$ cat src/design/sorted_multiset_table_unit_defines.svh
// assertion macros for the sorted multiset table unit
`ifndef SORTED_MULTISET_TABLE_UNIT_DEFINES_SVH
`define SORTED_MULTISET_TABLE_UNIT_DEFINES_SVH

`ifndef SYNTHESIS
`define SMT_ASSERT_IMPL(lbl, ante, cons) \
  lbl: assert property (@(posedge clk) disable iff (rst) (ante) |-> (cons)) \
    else $error("assertion failed");
`define SMT_ASSERT_NEXT(lbl, ante, cons) \
  lbl: assert property (@(posedge clk) disable iff (rst) (ante) |=> (cons)) \
    else $error("assertion failed");
`else
`define SMT_ASSERT_IMPL(lbl, ante, cons)
`define SMT_ASSERT_NEXT(lbl, ante, cons)
`endif

`endif

$ cat src/design/smt_pkg.sv
// shared types and constants for the sorted multiset table unit
`timescale 1ns / 1ps

package smt_pkg;

  localparam int DEPTH_DEFAULT = 32;

  localparam logic [1:0] KIND_INSERT = 2'd0;
  localparam logic [1:0] KIND_REMOVE = 2'd1;
  localparam logic [1:0] KIND_READ   = 2'd2;

  localparam logic [1:0] STATUS_OK        = 2'd0;
  localparam logic [1:0] STATUS_FULL      = 2'd1;
  localparam logic [1:0] STATUS_NOT_FOUND = 2'd2;
  localparam logic [1:0] STATUS_EMPTY     = 2'd3;

  typedef struct packed {
    logic [1:0]         kind;
    logic signed [31:0] value;
  } cmd_t;

  typedef struct packed {
    logic [1:0]         status;
    logic               has_data;
    logic signed [31:0] entry_value;
    logic [5:0]         entry_count;
    logic               is_empty;
    logic               last;
  } res_t;

  typedef enum logic [1:0] {
    ST_IDLE,
    ST_EXEC,
    ST_READ
  } state_t;

  typedef enum logic [2:0] {
    CELL_HOLD,
    CELL_CMP,
    CELL_INS,
    CELL_REM,
    CELL_ROT
  } cell_op_t;

  typedef struct packed {
    cell_op_t           op;
    logic signed [31:0] key;
  } cell_ctrl_t;

endpackage

$ cat src/design/smt_cell.sv
// one storage cell of the sorted table row
`timescale 1ns / 1ps

module smt_cell (
  input  logic                      clk,
  input  smt_pkg::cell_ctrl_t       ctrl,
  input  logic signed [31:0]        left_val,
  input  logic                      left_lt,
  input  logic signed [31:0]        right_val,
  input  logic signed [31:0]        head_val,
  input  logic                      occupied,
  input  logic                      is_tail,
  input  logic                      shift_sel,
  output logic signed [31:0]        val,
  output logic                      lt,
  output logic                      match
);

  always_ff @(posedge clk) begin
    case (ctrl.op)
      smt_pkg::CELL_CMP: begin
        lt    <= occupied && (val < ctrl.key);
        match <= occupied && (val == ctrl.key);
      end
      smt_pkg::CELL_INS: begin
        if (!lt) begin
          val <= left_lt ? ctrl.key : left_val;
        end
      end
      smt_pkg::CELL_REM: begin
        if (shift_sel) begin
          val <= right_val;
        end
      end
      smt_pkg::CELL_ROT: begin
        val <= is_tail ? head_val : right_val;
      end
      default: begin
      end
    endcase
  end

endmodule

$ cat config.mk
export PLATFORM = sky130hd
export DESIGN_NAME = smt_cell
export DESIGN_NICKNAME = d
export VERILOG_FILES = /design/src/design/sorted_multiset_table_unit_defines.svh /design/src/design/smt_pkg.sv /design/src/design/smt_cell.sv
export SDC_FILE = /design/constraint.sdc
export NUM_CORES = 1
export LEC_CHECK = 0
export ABC_AREA = 1
export ABC_CLOCK_PERIOD_IN_PS = 2900
export BUFFER_PORTS_ARGS = -buffer_cell sky130_fd_sc_hd__buf_2
export CAP_MARGIN = 15
export CORE_ASPECT_RATIO = 1.2
export CORE_UTILIZATION = 46
export CTS_CLUSTER_SIZE = 30
export DETAILED_ROUTE_END_ITERATION = 7
export HOLD_SLACK_MARGIN = 0.1
export PLACE_DENSITY = 0.82
export SLEW_MARGIN = 20
export SYNTH_ARGS = -nofsm -noshare
export SYNTH_HDL_FRONTEND = slang
export SYNTH_SLANG_ARGS = --single-unit
$ cat constraint.sdc
create_clock -name clk -period 2.9 [get_ports clk]
set_clock_uncertainty 0.2 [all_clocks]
set_input_delay 0.725 -clock clk [delete_from_list [all_inputs] [get_ports clk]]
set_output_delay 0.725 -clock clk [all_outputs]
set_load 0.02 [all_outputs]
Yosys cells after proc, flatten, opt, wreduce, memory -nomap -nowiden
Cells that the tools add are included.

Multiply operators: 0. Bitwise gates (word level): 0. Add/subtract/negate cells: 0. Equality and inequality tests: 7. Reductions and logical operators: 4. Shift operators: 0. Mux-type cells: 5. Order comparisons: 1. Divide/modulo/power cells: 0.

Operators with widths (count): 32-bit two-way mux (4); 32-bit case mux with 3 select lines (1); 32-bit == test (1); 32-bit < comparator (1); 3-bit by 2-bit == test with 1-bit output (second input constant) (2); 2-bit != test (second input constant) (2); 3-bit by 1-bit == test with 1-bit output (second input constant) (1); 3-bit == test (second input constant) (1); 3-bit AND reduction (1); 3-bit nonzero test (1); 1-bit logical AND (2).

Output and inout bits: 34. Memory bits (read-only): 0. Memories: 0. Flip-flop bits (word level): 34. Word-level logic and storage cells: 20. Bits of input ports: 136. Bits in writable memories: 0. Bits in latches: 0.

Logic depth before layout (Yosys ltp)
Word-level depth: 3. Mapped depth: 15. Mapped depth without buffers: 15.

Least setup slack after synthesis
Ideal clock, no wire load.

Kind: input -> register. Start point: input port ctrl[34] in the netlist's numbering. End point: register val[0], enable pin. Library setup time: 0.387 ns. Cell stages on the path: 7. Path slack: 0.375 ns. Data required time: 2.313 ns. Arrival: 1.938 ns. Path buffers: 0. Cell sequence: inv_2 > nand2_2 > nor2_4 > nor2_4 > o21ai_0 > o21ai_0 > inv_1.

Longest elaborated chain between the ends: 3. Elaborated cells on any way between the ends: 7. Classes of those cells: 5 x eq/ne; 2 x reduce/logical.

RTL lines: start, declared (RTL line smt_cell.sv:6) `input smt_pkg::cell_ctrl_t ctrl,`; 3-bit by 2-bit == test with 1-bit output or 3-bit == test (tied branches) (RTL line smt_cell.sv:20) `case (ctrl.op)`; 2-bit != test (no line) or 3-bit nonzero test (tied branches); 3-bit AND reduction (no line) *; end signal, assigned (RTL line smt_cell.sv:27) `val <= left_lt ? ctrl.key : left_val;`; end signal, assigned (RTL line smt_cell.sv:32) `val <= right_val;`; end signal, assigned (RTL line smt_cell.sv:36) `val <= is_tail ? head_val : right_val;`; end, declared (RTL line smt_cell.sv:14) `output logic signed [31:0] val,`.

Every way passes the cells marked *; elsewhere a longest branch is shown, timed or not. A chain may end at the register's enable or synchronous reset.

Worst setup path after layout
Start point: input port ctrl[31] in the netlist's numbering. End point: register lt (data pin).

Longest elaborated chain between the ends: 2.

RTL lines: 32-bit < comparator (RTL line smt_cell.sv:22) `lt <= occupied && (val < ctrl.key);`; 1-bit logical AND (RTL line smt_cell.sv:22); end signal, assigned (RTL line smt_cell.sv:22); end, declared (RTL line smt_cell.sv:15) `output logic lt,`.

No other way between the ends.

==> run metrics <==
Buffers on Ports=169; Critical Path RT=2750 ps; fmax=464 MHz; Cell variety after synth=28; dominant synthesized flop cell=edfxtp_1; crit-path leading delay family=simple AND/OR/NAND/NOR gates; RSZ-0062 raised after global routing=false; post-synthesis sequential area ratio=33.2%; Critical-path top delay cell=ha_1; HP Class=in -> reg; Max Buffers Root-to-Sink=2; Syn Area/Cell=8.15 um2; Via density=5.29; PD cells=361 nW/um2; first-pass GRT wire length=14900 um; nets=711; final hold viol count=0; post-layout util=63.1%; Synth Cell Area=3080 um2; CP bufs+invs=2; post-DP HPWL=7090 um; Yosys top cell area share=33.2%; die width=76.7 um; critical-path cell list=buf_2 -> inv_1 -> ha_1 -> nand2_1 -> nor2_1 -> nand2_1 -> nor4_2 -> nand2_1 -> a21oi_1 -> nor2_1; final non-filler cell total=629; H-tree Lvls=2; CP max stage delay=310 ps; Leakage=2.08 nW; Filler cells=595; Post-synth EDFFs=34; Clock Pin Slew Worst Setup and Hold Paths=70 ps; area delta synth->final=32.1%; Wirelength per Cell=14.4 um; worst-path fanout max=3; Most Frequent Cell on Critical Path=nand2_1; Tcrit/Tclk final=74.4%; Starting DRT DRC Count=147; post-synthesis sequential element count=34; final critical-path required period=2160 ps; worst vdd ir=0.217 mV; Crit. End Element=register; fin area=4070 um2; setup bufs post-CTS=0; GRT Resource Usage Total=26.8%; drt total wl=9090 um; share of post-route cells with drive strength above 1=38.8%; FF-to-FF path depth=8; Place WS=453 ps; Inserted Diodes=0; pins over their slew limit=0; Mapped Nets=546; Placer Congestion=0.812; TritonCTS sink count=34; num rows=32; CTS buffer count=5; Post-synth top cells=nand2_1, nand3_1, inv_1; Final WS setup=743 ps; die height=91.6 um; count leader, synth=nand2_1; Ys Warns=0; initial core utilization=47.8%; remaining global-route overflow=0; Arr. time, crit path=2000 ps; worst slew pin tran=545 ps; Placed Cells=621; Setup-failing EPs final=0; setup TNS=0 ps; CTS tree=yes; Hold Path Stages=3; PostCTS Resize Cnt=0; total number of vias=3327; CTS Hold Bufs=0; post-route DRC violation count=0; CP Class=in -> reg; Critical Path Source Type=input port; post-synthesis instance total=378; Core ar.=6450 um2; largest cells by area after synthesis=edfxtp_1, ha_1, nand2_1, nand3_1, inv_1; Yosys top cell by area=edfxtp_1; max-capacitance violation count=0; status=finished, final reports clean; Routed Antenna Nets=0; WP depth=10; Root Driver=clkbuf_8; largest net degree at the start of global routing=39; Synth async-reset ratio=0%; placed cell areas=3990 um2; vias in the first global route=3257; die footprint=7030 um2; slew margin rel.=63.4%; Clk Latency, worst-skew pair=280 ps; initial antenna violation count=0; I/O pin count=170; DR pass1 iterations=4
sequential cells by signal, summed over array words and instances, names as in the netlist:
| signal | count |
|---|---|
| lt | 1 |
| val | 32 |
| match | 1 |
metal layers:
metal	track usage, %	vias up	wire length, um
li1	-	1649	-
met1	33.1	1515	3710
met2	47.2	148	4560
met3	3.08	15	629
met4	10.3	0	188
met5	0	-	0
layout by cell type, fill, tap and decap left out, types with 3 or more instances in the layout:
cell type	n
a21oi_1	15
buf_2	169
buf_4	8
clkbuf_8	5
clkinv_1	3
edfxtp_1	34
ha_1	32
inv_1	44
mux2_2	11
mux2i_1	5
nand2_1	94
nand3_1	62
nand4_1	13
nor2_1	8
nor3_1	3
o211ai_1	7
o211ai_2	9
o21ai_0	4
o311ai_1	4
through the flow:
step / hold WS [ps] / power [mW]
after floorplan: 728 / 0.934
after global placement: 678 / 1.13
after detailed placement: 671 / 1.14
after CTS: 523 / 1.48
after global routing: 524 / 1.56
final: 531 / 1.47
logic make-up (layout without fill, tap and decap cells):
kind of cell             after synthesis  count (layout)  synth area share (%)
multiplexers                          16              16                  5.65
buffers and inverters                 66             232                  9.67
adder cells (fa/ha/maj)               32              32                  13.0
AND/OR/NAND/NOR                      187             187                  27.9
AO/OA/AOI/OAI                         43              43                  10.6
flip-flops                            34              34                  33.2
layout make-up:
cell class	instances	area (um2)	area share, %
sequential	34	1020	25.1
multi-input combinational	278	1760	43.3
clock inverter	3	11.3	0.277
tap	85	106	2.62
clock buffer	5	68.8	1.69
timing repair buffer	178	926	22.8
inverter	46	173	4.25
power breakdown:
part	total [mW]	switching [mW]	internal [mW]
combinational	0.510	0.296	0.214
sequential	0.623	0.0226	0.600
clock	0.335	0.174	0.160
path summary, 6_finish.rpt:
| check | to | slack, ps | from |
|---|---|---|---|
| max | lt$_DFFE_PN_ | 740 | ctrl[31] |
| min | val[29]$_DFFE_PP_ | 530 | right_val[29] |
| max reg2reg | lt$_DFFE_PN_ | 890 | val[31]$_DFFE_PP_ |
| min reg2reg | lt$_DFFE_PN_ | 720 | val[31]$_DFFE_PP_ |
worst reg2reg max path: stages, from the launching register on:
cell,delay [ps]
edfxtp_1,400
ha_1,340
nand2_1,80
nor2_1,140
nand2_1,110
nor4_2,200
nand2_1,110
a21oi_1,130
nor2_1,60
(Power assumes the default switching activity.)
